### src/design/sbape_pkg.sv
// ----------------------------------------------------------------------------
// sbape_pkg
// Shared widths, mode codes and constants of the stretch-blend pixel engine.
// ----------------------------------------------------------------------------
package sbape_pkg;

	localparam int unsigned ModeW   = 3;
	localparam int unsigned PixW    = 32;
	localparam int unsigned CountW  = 9;
	localparam int unsigned StepW   = 24;
	localparam int unsigned FracW   = 16;
	localparam int unsigned CfgIdxW = 1;
	localparam int unsigned ChanW   = 8;

	localparam logic [ModeW-1:0] MODE_FRAME  = 3'd0;
	localparam logic [ModeW-1:0] MODE_ROW    = 3'd1;
	localparam logic [ModeW-1:0] MODE_REPLAY = 3'd2;
	localparam logic [ModeW-1:0] MODE_SRC    = 3'd3;
	localparam logic [ModeW-1:0] MODE_DST    = 3'd4;

	localparam logic [CfgIdxW-1:0] REG_STEP_X = 1'd0;
	localparam logic [CfgIdxW-1:0] REG_STEP_Y = 1'd1;

	localparam logic [FracW-1:0] HALF_STEP  = 16'h8000;
	localparam logic [StepW-1:0] STEP_RESET = 24'h010000;
	localparam logic [ChanW-1:0] ALPHA_FULL = 8'hff;
	localparam logic [ChanW-1:0] ALPHA_NONE = 8'h00;

endpackage

### src/design/sbape_cfg_if.sv
// ----------------------------------------------------------------------------
// sbape_cfg_if
// Register write channel: index and data with valid/ready.
// ----------------------------------------------------------------------------
interface sbape_cfg_if;
	logic                                valid;
	logic                                ready;
	logic [sbape_pkg::CfgIdxW-1:0]       index;
	logic [sbape_pkg::StepW-1:0]         data;

	modport source (output valid, index, data, input ready);
	modport sink   (input valid, index, data, output ready);
endinterface

### src/design/sbape_in_if.sv
// ----------------------------------------------------------------------------
// sbape_in_if
// Input item channel: mode and pixel with valid/ready.
// ----------------------------------------------------------------------------
interface sbape_in_if;
	logic                          valid;
	logic                          ready;
	logic [sbape_pkg::ModeW-1:0]   mode;
	logic [sbape_pkg::PixW-1:0]    pixel;

	modport source (output valid, mode, pixel, input ready);
	modport sink   (input valid, mode, pixel, output ready);
endinterface

### src/design/sbape_out_if.sv
// ----------------------------------------------------------------------------
// sbape_out_if
// Result channel: repeat count, blended pixel and write enable.
// ----------------------------------------------------------------------------
interface sbape_out_if;
	logic                          valid;
	logic                          ready;
	logic [sbape_pkg::CountW-1:0]  repeat_count;
	logic [sbape_pkg::PixW-1:0]    out_pixel;
	logic                          write_enable;

	modport source (output valid, repeat_count, out_pixel, write_enable, input ready);
	modport sink   (input valid, repeat_count, out_pixel, write_enable, output ready);
endinterface

### src/design/stretch_blend_argb_pixel_engine_unit.sv
// ----------------------------------------------------------------------------
// stretch_blend_argb_pixel_engine_unit
// Nearest-neighbor step accumulators and ARGB8888 alpha blend. An input
// transaction passes first the input register and then the result register.
// Throughput: one transaction per cycle unless the result channel stalls; the
// accumulator add and the four 9x8 blend multiplies sit between the input and
// result registers. Reset (arst_n low): pipeline empty, steps 0x10000,
// fractions one half, latched source zero. Config writes are always ready.
// ----------------------------------------------------------------------------
module stretch_blend_argb_pixel_engine_unit (
	input  logic               clk,
	input  logic               arst_n,
	sbape_cfg_if.sink          cfg,
	sbape_in_if.sink           src,
	sbape_out_if.source        dst
);

	localparam int unsigned SumW = sbape_pkg::StepW + 1;

	logic [sbape_pkg::StepW-1:0]  step_x_q, step_y_q;
	logic [sbape_pkg::FracW-1:0]  vfrac_q, hfrac_q;
	logic [sbape_pkg::PixW-1:0]   latch_q;

	logic                         valid_s1;
	logic [sbape_pkg::ModeW-1:0]  mode_s1;
	logic [sbape_pkg::PixW-1:0]   pixel_s1;

	logic                         valid_s2;
	logic [sbape_pkg::CountW-1:0] count_s2;
	logic [sbape_pkg::PixW-1:0]   pixel_s2;
	logic                         we_s2;

	logic                         adv_s1;
	logic [SumW-1:0]              sum_v, sum_h;
	logic [sbape_pkg::CountW-1:0] count_d;
	logic [sbape_pkg::PixW-1:0]   pixel_d;
	logic                         we_d;
	logic [sbape_pkg::PixW-1:0]   blend;
	logic [sbape_pkg::ChanW-1:0]  alpha;
	logic [sbape_pkg::ChanW:0]    inv_alpha;

	function automatic logic [sbape_pkg::ChanW-1:0] blend_chan(
		input logic [sbape_pkg::ChanW:0]   inv,
		input logic [sbape_pkg::ChanW-1:0] d,
		input logic [sbape_pkg::ChanW-1:0] s
	);
		logic [2*sbape_pkg::ChanW:0] prod;
		logic [sbape_pkg::ChanW:0]   c;
		prod = {{sbape_pkg::ChanW{1'b0}}, inv} * {{(sbape_pkg::ChanW+1){1'b0}}, d};
		c    = prod[2*sbape_pkg::ChanW:sbape_pkg::ChanW] + {1'b0, s};
		return c[sbape_pkg::ChanW] ? {sbape_pkg::ChanW{1'b1}} : c[sbape_pkg::ChanW-1:0];
	endfunction

	assign cfg.ready    = 1'b1;
	assign adv_s1       = valid_s1 && (!valid_s2 || dst.ready);
	assign src.ready    = !valid_s1 || adv_s1;

	assign sum_v     = {1'b0, step_y_q} + {{(SumW-sbape_pkg::FracW){1'b0}}, vfrac_q};
	assign sum_h     = {1'b0, step_x_q} + {{(SumW-sbape_pkg::FracW){1'b0}}, hfrac_q};
	assign alpha     = latch_q[31:24];
	assign inv_alpha = 9'h100 - {1'b0, alpha};
	assign blend     = {blend_chan(inv_alpha, pixel_s1[31:24], alpha),
		blend_chan(inv_alpha, pixel_s1[23:16], latch_q[23:16]),
		blend_chan(inv_alpha, pixel_s1[15:8],  latch_q[15:8]),
		blend_chan(inv_alpha, pixel_s1[7:0],   latch_q[7:0])};

	always_comb begin
		count_d = '0;
		pixel_d = '0;
		we_d    = 1'b0;
		unique case (mode_s1)
			sbape_pkg::MODE_ROW: begin
				count_d = sum_v[SumW-1:sbape_pkg::FracW];
			end
			sbape_pkg::MODE_SRC: begin
				count_d = sum_h[SumW-1:sbape_pkg::FracW];
			end
			sbape_pkg::MODE_DST: begin
				if (alpha == sbape_pkg::ALPHA_FULL) begin
					pixel_d = latch_q;
					we_d    = 1'b1;
				end else if (alpha == sbape_pkg::ALPHA_NONE) begin
					pixel_d = pixel_s1;
				end else begin
					pixel_d = blend;
					we_d    = 1'b1;
				end
			end
			default: begin
			end
		endcase
	end

	always_ff @(posedge clk or negedge arst_n) begin
		if (!arst_n) begin
			step_x_q <= sbape_pkg::STEP_RESET;
			step_y_q <= sbape_pkg::STEP_RESET;
		end else if (cfg.valid && cfg.ready) begin
			unique case (cfg.index)
				sbape_pkg::REG_STEP_X: step_x_q <= cfg.data;
				sbape_pkg::REG_STEP_Y: step_y_q <= cfg.data;
				default: begin
				end
			endcase
		end
	end

	always_ff @(posedge clk or negedge arst_n) begin
		if (!arst_n) begin
			vfrac_q <= sbape_pkg::HALF_STEP;
			hfrac_q <= sbape_pkg::HALF_STEP;
			latch_q <= '0;
		end else if (adv_s1) begin
			unique case (mode_s1)
				sbape_pkg::MODE_FRAME:  vfrac_q <= sbape_pkg::HALF_STEP;
				sbape_pkg::MODE_ROW:    vfrac_q <= sum_v[sbape_pkg::FracW-1:0];
				sbape_pkg::MODE_REPLAY: hfrac_q <= sbape_pkg::HALF_STEP;
				sbape_pkg::MODE_SRC: begin
					hfrac_q <= sum_h[sbape_pkg::FracW-1:0];
					latch_q <= pixel_s1;
				end
				default: begin
				end
			endcase
		end
	end

	always_ff @(posedge clk or negedge arst_n) begin
		if (!arst_n) begin
			valid_s1 <= 1'b0;
			valid_s2 <= 1'b0;
		end else begin
			if (src.ready)
				valid_s1 <= src.valid;
			if (!valid_s2 || dst.ready)
				valid_s2 <= valid_s1;
		end
	end

	always_ff @(posedge clk) begin
		if (src.valid && src.ready) begin
			mode_s1  <= src.mode;
			pixel_s1 <= src.pixel;
		end
		if (adv_s1) begin
			count_s2 <= count_d;
			pixel_s2 <= pixel_d;
			we_s2    <= we_d;
		end
	end

	assign dst.valid        = valid_s2;
	assign dst.repeat_count = count_s2;
	assign dst.out_pixel    = pixel_s2;
	assign dst.write_enable = we_s2;

	// checks
	a_we_no_count: assert property (@(posedge clk) disable iff (!arst_n)
		valid_s2 && we_s2 |-> count_s2 == '0)
		else $error("write enable with nonzero repeat count");

	a_count_no_pixel: assert property (@(posedge clk) disable iff (!arst_n)
		valid_s2 && count_s2 != '0 |-> pixel_s2 == '0)
		else $error("repeat count with nonzero pixel");

	a_frame_reset: assert property (@(posedge clk) disable iff (!arst_n)
		adv_s1 && mode_s1 == sbape_pkg::MODE_FRAME |=> vfrac_q == sbape_pkg::HALF_STEP)
		else $error("frame start did not reset vertical fraction");

	a_src_latch: assert property (@(posedge clk) disable iff (!arst_n)
		adv_s1 && mode_s1 == sbape_pkg::MODE_SRC |=> latch_q == $past(pixel_s1))
		else $error("source pixel not latched");

endmodule

### src/flat_wrapper.sv
// flat-port wrapper written by rule: the top's interface ports become plain ports
module stretch_blend_argb_pixel_engine_unit_flat 
  (clk, arst_n, cfg_valid, cfg_index, cfg_data, cfg_ready, src_valid, src_mode, src_pixel, src_ready, dst_valid, dst_repeat_count, dst_out_pixel, dst_write_enable, dst_ready);
  sbape_cfg_if cfg_i ();
  sbape_in_if src_i ();
  sbape_out_if dst_i ();
  input  logic clk;
  input  logic arst_n;
  input wire logic [$bits(cfg_i.valid)-1:0] cfg_valid;
  input wire logic [$bits(cfg_i.index)-1:0] cfg_index;
  input wire logic [$bits(cfg_i.data)-1:0] cfg_data;
  output wire logic [$bits(cfg_i.ready)-1:0] cfg_ready;
  input wire logic [$bits(src_i.valid)-1:0] src_valid;
  input wire logic [$bits(src_i.mode)-1:0] src_mode;
  input wire logic [$bits(src_i.pixel)-1:0] src_pixel;
  output wire logic [$bits(src_i.ready)-1:0] src_ready;
  output wire logic [$bits(dst_i.valid)-1:0] dst_valid;
  output wire logic [$bits(dst_i.repeat_count)-1:0] dst_repeat_count;
  output wire logic [$bits(dst_i.out_pixel)-1:0] dst_out_pixel;
  output wire logic [$bits(dst_i.write_enable)-1:0] dst_write_enable;
  input wire logic [$bits(dst_i.ready)-1:0] dst_ready;
  assign cfg_i.valid = cfg_valid;
  assign cfg_i.index = cfg_index;
  assign cfg_i.data = cfg_data;
  assign cfg_ready = cfg_i.ready;
  assign src_i.valid = src_valid;
  assign src_i.mode = src_mode;
  assign src_i.pixel = src_pixel;
  assign src_ready = src_i.ready;
  assign dst_valid = dst_i.valid;
  assign dst_repeat_count = dst_i.repeat_count;
  assign dst_out_pixel = dst_i.out_pixel;
  assign dst_write_enable = dst_i.write_enable;
  assign dst_i.ready = dst_ready;
  stretch_blend_argb_pixel_engine_unit u_core (.clk(clk), .arst_n(arst_n), .cfg(cfg_i), .src(src_i), .dst(dst_i));
endmodule
### config.mk
export PLATFORM = sky130hd
export DESIGN_NAME = stretch_blend_argb_pixel_engine_unit_flat
export DESIGN_NICKNAME = d
export VERILOG_FILES = /design/src/design/sbape_pkg.sv /design/src/design/sbape_cfg_if.sv /design/src/design/sbape_in_if.sv /design/src/design/sbape_out_if.sv /design/src/design/stretch_blend_argb_pixel_engine_unit.sv /design/src/flat_wrapper.sv
export SDC_FILE = /design/constraint.sdc
export NUM_CORES = 1
export LEC_CHECK = 0
export BUFFER_PORTS_ARGS = -buffer_cell sky130_fd_sc_hd__buf_2
export CORE_ASPECT_RATIO = 0.9
export CORE_MARGIN = 3
export CORE_UTILIZATION = 40
export CTS_BUF_LIST = sky130_fd_sc_hd__clkbuf_8
export CTS_CLUSTER_SIZE = 14
export DETAILED_ROUTE_END_ITERATION = 6
export PLACE_DENSITY = 0.64
export REMOVE_ABC_BUFFERS = 1
export SLEW_MARGIN = 10
export SYNTH_ARGS = -nofsm -noshare
export SYNTH_HDL_FRONTEND = slang
export SYNTH_SLANG_ARGS = --single-unit
export TNS_END_PERCENT = 100
### constraint.sdc
create_clock -name clk -period 6.9 [get_ports clk]
set_clock_uncertainty 0.2 [all_clocks]
set_input_delay 0.345 -clock clk [delete_from_list [all_inputs] [get_ports clk]]
set_output_delay 0.345 -clock clk [all_outputs]
set_load 0.01 [all_outputs]
### After elaboration in Yosys (flattened, before gate mapping)

Cells that the tools add are included.

* word-level logic and storage cells: 55
* output and inout bits: 45
* RAM bits: 0
* latch bits: 0
* memories kept: 0
* ROM bits: 0
* flip-flop bits (word level): 191

* bitwise gates (word level): 1
* $lt $le $gt $ge: 0
* $add $sub $neg: 7
* multiply operators: 4
* shifts and indexed selects: 0
* muxes and demuxes: 11
* div/mod/pow operators: 0
* reduce and logical (&&, ||, !) cells: 15
* equal/unequal tests: 5

Operators with widths (number)
* $mul 9x8->17: 4
* $mux 32: 2
* $pmux 16 s2: 2
* $add 24x16->25: 2
* $add 9x8->9: 4
* $mux 8: 4
* $pmux 9 s2: 1
* $reduce_and 2->1: 5
* $sub 9x8->9 const A: 1
* $eq 8x8->1 const B: 1
* $logic_not 8->1: 1
* $eq 3x2->1 const B: 2
* $reduce_bool 2->1: 2
* $eq 3x1->1 const B: 1
* $eq 3x3->1 const B: 1
* $logic_not 3->1: 1
* $logic_and 1x1->1: 2
* $logic_not 1->1: 2
* $logic_or 1x1->1: 2
* $mux 1: 2
* $not 1->1: 1

### Longest topological paths before layout

* depth in word-level cells: 6
* mapped depth: 31

### Worst setup path before layout

Ideal clock, no wire load.

* path type: reg2reg
* start point: register u_core.latch_q[24] (netlist bit)
* end point: register u_core.pixel_s2, in the netlist u_core.dst.out_pixel[16], data pin
* cell stages (with the launch flop): 32
* library setup time: 270 ps
* data arrival time: 6859 ps
* setup slack: -429 ps
* clock period less this slack: 7329 ps
* required time: 6430 ps
* cell sequence: dfrtp_1 -> clkbuf_1 -> inv_1 -> ha_1 -> nand2_1 -> or3_1 -> nor3_1 -> clkbuf_1 -> clkbuf_1 -> and2_1 -> fa_1 -> fa_1 -> fa_1 -> inv_1 -> fa_1 -> inv_1 -> ha_1 -> a21oi_1 -> a21oi_1 -> a21oi_1 -> nor2b_1 -> nor2_1 -> xnor2_1 -> ha_1 -> nand3_1 -> o211ai_1 -> o41ai_1 -> xnor2_1 -> nor2_1 -> a22o_1 -> nor3_2 -> a21oi_1

* word-level cells in the longest chain between the ends: 6
* elaborated cells between the ends (all ways): 8
* classes of those cells: add/sub: 2; mul: 1; eq/ne: 1; mux: 3; reduce/logical: 1

RTL lines
* from (decl): line stretch_blend_argb_pixel_engine_unit.sv:22 `logic [sbape_pkg::PixW-1:0] latch_q;`
* from (signal assigned): line stretch_blend_argb_pixel_engine_unit.sv:120 `latch_q <= pixel_s1;`
* $sub 9x8->9: line stretch_blend_argb_pixel_engine_unit.sv:61 `assign inv_alpha = 9'h100 - {1'b0, alpha};`
* $mul 9x8->17: line stretch_blend_argb_pixel_engine_unit.sv:49 `prod = {{sbape_pkg::ChanW{1'b0}}, inv} * {{(sbape_pkg::ChanW+1){1'b0}}, d};`
* $add 9x8->9: line stretch_blend_argb_pixel_engine_unit.sv:50 `c = prod[2*sbape_pkg::ChanW:sbape_pkg::ChanW] + {1'b0, s};`
* $mux 8: line stretch_blend_argb_pixel_engine_unit.sv:51 `return c[sbape_pkg::ChanW] ? {sbape_pkg::ChanW{1'b1}} : c[sbape_pkg::ChanW-1:0];`
* $mux 32: line stretch_blend_argb_pixel_engine_unit.sv:82 `end else if (alpha == sbape_pkg::ALPHA_NONE) begin`
* $mux 32 *: line stretch_blend_argb_pixel_engine_unit.sv:79 `if (alpha == sbape_pkg::ALPHA_FULL) begin`
* to (signal assigned): line stretch_blend_argb_pixel_engine_unit.sv:147 `pixel_s2 <= pixel_d;`
* to (decl): line stretch_blend_argb_pixel_engine_unit.sv:30 `logic [sbape_pkg::PixW-1:0] pixel_s2;`

Every way passes the cells marked *; elsewhere a longest branch is shown, timed or not.
A chain may end at the register's enable or synchronous reset.

### Worst setup path after layout

* start point: register u_core.latch_q[25] (netlist bit)
* end point: register u_core.pixel_s2, in the netlist u_core.dst.out_pixel[22], data pin

The elaborated chain is that of the path after synthesis.

==> metrics.txt <==
# TYPE chip_impl_metric gauge
chip_impl_metric{name="cp.arrival",unit="ns"} 7.12
chip_impl_metric{name="synth_area",unit="µm²"} 18800
chip_impl_info{name="worstReg2RegStart",value="u_core.latch_q[25]$_DFFE_PN0P_"} 1
chip_impl_metric{name="nFillCells",unit=""} 4117
chip_impl_info{name="clock_tree.root_cell",value="sky130_fd_sc_hd__clkbuf_8"} 1
chip_impl_metric{name="detail_route.wirelength",unit="µm"} 49600
chip_impl_metric{name="detailed_place_hpwl",unit="µm"} 35700
chip_impl_info{name="timing.rr.end",value="u_core.dst.out_pixel[22]$_SDFFCE_PP0P_"} 1
chip_impl_info{name="critPathLaunchType",value="register"} 1
chip_impl_metric{name="post_synth.cell_area_avg",unit="µm²"} 10.1
chip_impl_metric{name="slew_viol_final",unit=""} 0
chip_impl_metric{name="place.gp.congestion",unit=""} 0.851
chip_impl_metric{name="ioPinCount",unit=""} 110
chip_impl_metric{name="grt_pass1_wl",unit="µm"} 80400
chip_impl_metric{name="largest_net_degree_at_the_start_of_global_routing",unit=""} 63
chip_impl_info{name="run_status",value="complete, but fails checks"} 1
chip_impl_info{name="critical_path_destination",value="u_core.dst.out_pixel[22]$_SDFFCE_PP0P_"} 1
chip_impl_metric{name="final_report_setup_violation_count",unit=""} 21
chip_impl_metric{name="ant_nets",unit=""} 0
chip_impl_metric{name="cts-htree-levels",unit=""} 4
chip_impl_metric{name="core_area",unit="µm²"} 45900
chip_impl_metric{name="die-width",unit="µm"} 235
chip_impl_metric{name="initial_core_util",unit="%"} 41.0
chip_impl_metric{name="finalWorstSetupSlack",unit="ns"} -0.100
chip_impl_metric{name="io_buffers",unit=""} 108
chip_impl_info{name="ys.flop_type",value="sky130_fd_sc_hd__dfrtp_1"} 1
chip_impl_metric{name="grt_antenna_before_repair",unit=""} 0
chip_impl_info{name="synth_top_cells_by_count",value="sky130_fd_sc_hd__and2_1 (234), sky130_fd_sc_hd__ha_1 (202), sky130_fd_sc_hd__inv_1 (185)"} 1
chip_impl_metric{name="detail_route.wl_per_cell",unit="µm"} 17.8
chip_impl_info{name="critical_path_class",value="register to register"} 1
chip_impl_metric{name="global_route.overflow_total",unit=""} 0
chip_impl_info{name="post-synth-top-area-cell",value="sky130_fd_sc_hd__fa_1"} 1
chip_impl_metric{name="ys_warn_count",unit=""} 0
chip_impl_info{name="setup_repair_after_global_routing_missed_its_margin",value="true"} 1
chip_impl_metric{name="tightestPinTransition",unit="ns"} 1.15
chip_impl_metric{name="maxCapViolations",unit=""} 0
chip_impl_metric{name="worst-r2r-cell-count",unit=""} 34
chip_impl_metric{name="synth_seq_cells",unit=""} 191
chip_impl_metric{name="finish.net_count",unit=""} 2607
chip_impl_metric{name="numCtsBuffers",unit=""} 17
chip_impl_metric{name="drt_iter0_markers",unit=""} 841
chip_impl_metric{name="drt_pass1_iterations",unit=""} 7
chip_impl_metric{name="fmax",unit="GHz"} 0.143
chip_impl_info{name="worst_hold_path_type",value="input pin to asynchronous set/reset pin"} 1
chip_impl_metric{name="post_synth_inst_count",unit=""} 1866
chip_impl_metric{name="synth_enable_flop_cells",unit=""} 77
chip_impl_metric{name="layout_overhead_on_the_synthesized_area",unit="%"} 24.4
chip_impl_metric{name="min_period_over_period",unit="%"} 101
chip_impl_metric{name="post-synth-top-area-fraction",unit="%"} 18.1
chip_impl_metric{name="seqCellArea",unit="µm²"} 5170
chip_impl_metric{name="number_of_global_route_vias_before_repair",unit=""} 15400
chip_impl_info{name="failing_checks",value="setup timing"} 1
chip_impl_info{name="endpoint_kind_of_the_worst_setup_timing_path",value="register"} 1
chip_impl_metric{name="timing.final.crit_period",unit="ns"} 7.00
chip_impl_metric{name="finalHoldViolCount",unit=""} 0
chip_impl_metric{name="routed_via_density",unit=""} 5.28
chip_impl_info{name="yosysMostFrequentCell",value="sky130_fd_sc_hd__and2_1"} 1
chip_impl_info{name="critical-path-top-cell-by-count",value="sky130_fd_sc_hd__fa_1"} 1
chip_impl_info{name="tritoncts_clock_tree",value="built"} 1
chip_impl_metric{name="worst_slew_margin_rel",unit="%"} 23.2
chip_impl_metric{name="die_height",unit="µm"} 212
chip_impl_metric{name="core.rowCount",unit=""} 74
chip_impl_metric{name="route.detailed.drc",unit=""} 0
chip_impl_metric{name="critical_path.max_fanout",unit=""} 8
chip_impl_metric{name="clock_sinks",unit=""} 191
chip_impl_metric{name="antennaDiodeCount",unit=""} 0
chip_impl_metric{name="reg2reg_setup_slack",unit="ns"} -0.10
chip_impl_metric{name="fraction_of_layout_cells_with_a_size_suffix_above_1",unit="%"} 28.0
chip_impl_metric{name="clock_tree.buffer_depth",unit=""} 2
chip_impl_metric{name="ys_types",unit=""} 69
chip_impl_metric{name="via_count",unit=""} 14700
chip_impl_metric{name="area_of_the_die",unit="µm²"} 49700
chip_impl_metric{name="worst-endpoint-required",unit="ns"} 7.02
chip_impl_info{name="ys_top_cells_by_area",value="sky130_fd_sc_hd__fa_1 (18%), sky130_fd_sc_hd__dfrtp_1 (15%), sky130_fd_sc_hd__ha_1 (13%), sky130_fd_sc_hd__edfxtp_1 (12%), sky130_fd_sc_hd__and2_1 (7.8%)"} 1
chip_impl_metric{name="ys_seq_area_share",unit="%"} 27.4
chip_impl_metric{name="gr-usage-all-layers",unit="%"} 20.2
chip_impl_metric{name="ys_async_sr_fraction",unit="%"} 59.7
chip_impl_metric{name="cp_slowest_stage_delay",unit="ns"} 0.56
chip_impl_info{name="timing.critical_path.slowest_stage_cell",value="sky130_fd_sc_hd__fa_1"} 1
chip_impl_metric{name="clk_latency",unit="ns"} 0.57
chip_impl_info{name="launch_point_of_the_worst_path",value="u_core.latch_q[25]$_DFFE_PN0P_"} 1
chip_impl_metric{name="clkSlewWorstSetupHoldPaths",unit="ns"} 0.12
chip_impl_metric{name="multiInputGateArea",unit="µm²"} 13600
chip_impl_metric{name="detailedPlace.worstSlack",unit="ns"} -0.386
[layout make-up]
type	count	share of cell area (%)
tap	608	3.25
timing repair buffer	368	12.1
clock inverter	15	0.732
clock buffer	17	0.999
multi-input combinational	1407	57.9
inverter	185	2.96
sequential	191	22.1
[logic make-up (layout without fill, tap and decap cells)]
| family | Yosys count | in the layout | share of synthesized area, % |
|---|---|---|---|
| compound gates | 276 | 276 | 9.73 |
| xor+xnor | 101 | 101 | 4.74 |
| fa+ha+maj | 372 | 372 | 31.5 |
| buf+inv | 268 | 585 | 5.36 |
| flops | 191 | 191 | 27.4 |
| mux | 85 | 85 | 5.08 |
| other cells | 1 | 1 | 0.0199 |
| simple gates | 572 | 572 | 16.1 |
[flip-flops by register name, indices dropped and copies added (netlist names)]
signal	flops
u_core.dst.write_enable	1
u_core.dst.out_pixel	32
u_core.latch_q	32
u_core.valid_s1	1
u_core.vfrac_q	16
u_core.step_y_q	24
u_core.pixel_s1	32
u_core.step_x_q	24
u_core.mode_s1	3
u_core.dst.repeat_count	9
u_core.dst.valid	1
u_core.hfrac_q	16
[worst min path at each step]
stage                                      endpoint  slack (ns)
floorplan              u_core.dst.valid$_DFFE_PN0P_       -0.15
CTS                 u_core.step_y_q[10]$_DFFE_PN0P_        0.13
detailed placement  u_core.step_y_q[10]$_DFFE_PN0P_        0.24
global route         u_core.step_y_q[9]$_DFFE_PN0P_        0.17
global placement    u_core.step_y_q[10]$_DFFE_PN0P_        0.24
finish              u_core.step_y_q[10]$_DFFE_PN0P_        0.13
[metrics by stage]
stage | TNS (ns) | cell area, µm² | cells | hold slack (ns) | utilization (%)
floorplan | -41.01 | 18500 | 1783 | -0.151 | -
global placement | -5.53 | 21000 | 2641 | 0.243 | 45.7
detailed placement | -10.06 | 21000 | 2641 | 0.243 | 45.7
CTS | -1.38 | 22800 | 2768 | 0.134 | 49.6
global route | -9.53 | 23400 | 2791 | 0.167 | 51.0
finish | -1.13 | 23400 | 2791 | 0.129 | 51.0
[worst max-delay path: cells and delay by family, from the launching register on]
kind / cells / cell delay (ns)
AOI/OAI and AO/OA: 6 / 0.72
adders and majority gates: 7 / 2.59
xor gates and xnor gates: 3 / 0.48
DFF: 1 / 0.41
buffers and inverters: 8 / 0.90
and+or+nand+nor: 10 / 1.42
[metal layers]
layer / track usage (%) / routed length, µm
met4: 6.67 / 1150
met5: 0 / 0
met2: 32.8 / 23300
met1: 27.0 / 22700
met3: 4.27 / 2440
[layout by cell type (no fill, tap or decap), types with 10 or more instances in the layout]
cell and n:
sky130_fd_sc_hd__buf_2 107, sky130_fd_sc_hd__ha_2 11, sky130_fd_sc_hd__fa_2 17, sky130_fd_sc_hd__nand2b_1 12, sky130_fd_sc_hd__ha_4 12, sky130_fd_sc_hd__nand2_1 124, sky130_fd_sc_hd__nand4_1 15, sky130_fd_sc_hd__ha_1 179
sky130_fd_sc_hd__buf_6 25, sky130_fd_sc_hd__dfrtp_1 110, sky130_fd_sc_hd__clkbuf_8 17, sky130_fd_sc_hd__nor2_1 67, sky130_fd_sc_hd__mux2_2 80, sky130_fd_sc_hd__dlygate4sd3_1 63, sky130_fd_sc_hd__nor3_1 18, sky130_fd_sc_hd__buf_4 165
sky130_fd_sc_hd__inv_2 15, sky130_fd_sc_hd__and2_1 220, sky130_fd_sc_hd__o31ai_1 14, sky130_fd_sc_hd__a31oi_1 10, sky130_fd_sc_hd__fa_1 153, sky130_fd_sc_hd__o21ai_2 10, sky130_fd_sc_hd__a21oi_2 30, sky130_fd_sc_hd__a21o_1 19
sky130_fd_sc_hd__nand3_1 22, sky130_fd_sc_hd__inv_1 171, sky130_fd_sc_hd__o221ai_1 19, sky130_fd_sc_hd__edfxtp_1 77, sky130_fd_sc_hd__and2_4 13, sky130_fd_sc_hd__a21oi_1 43, sky130_fd_sc_hd__o21ai_0 50, sky130_fd_sc_hd__xor2_1 38
sky130_fd_sc_hd__xnor2_1 50
[timing repair]
item                                   CTS  global route
gates resized for setup                112           121
setup endpoints to repair               32            32
endpoints found under the hold margin  137             0
pin swaps                               83           105
setup buffers                           34            27
hold buffers                            63             0
Power is left out: the tool's default activity adds up to more than one toggle a clock period on the data nets, which glitch-free logic cannot reach.
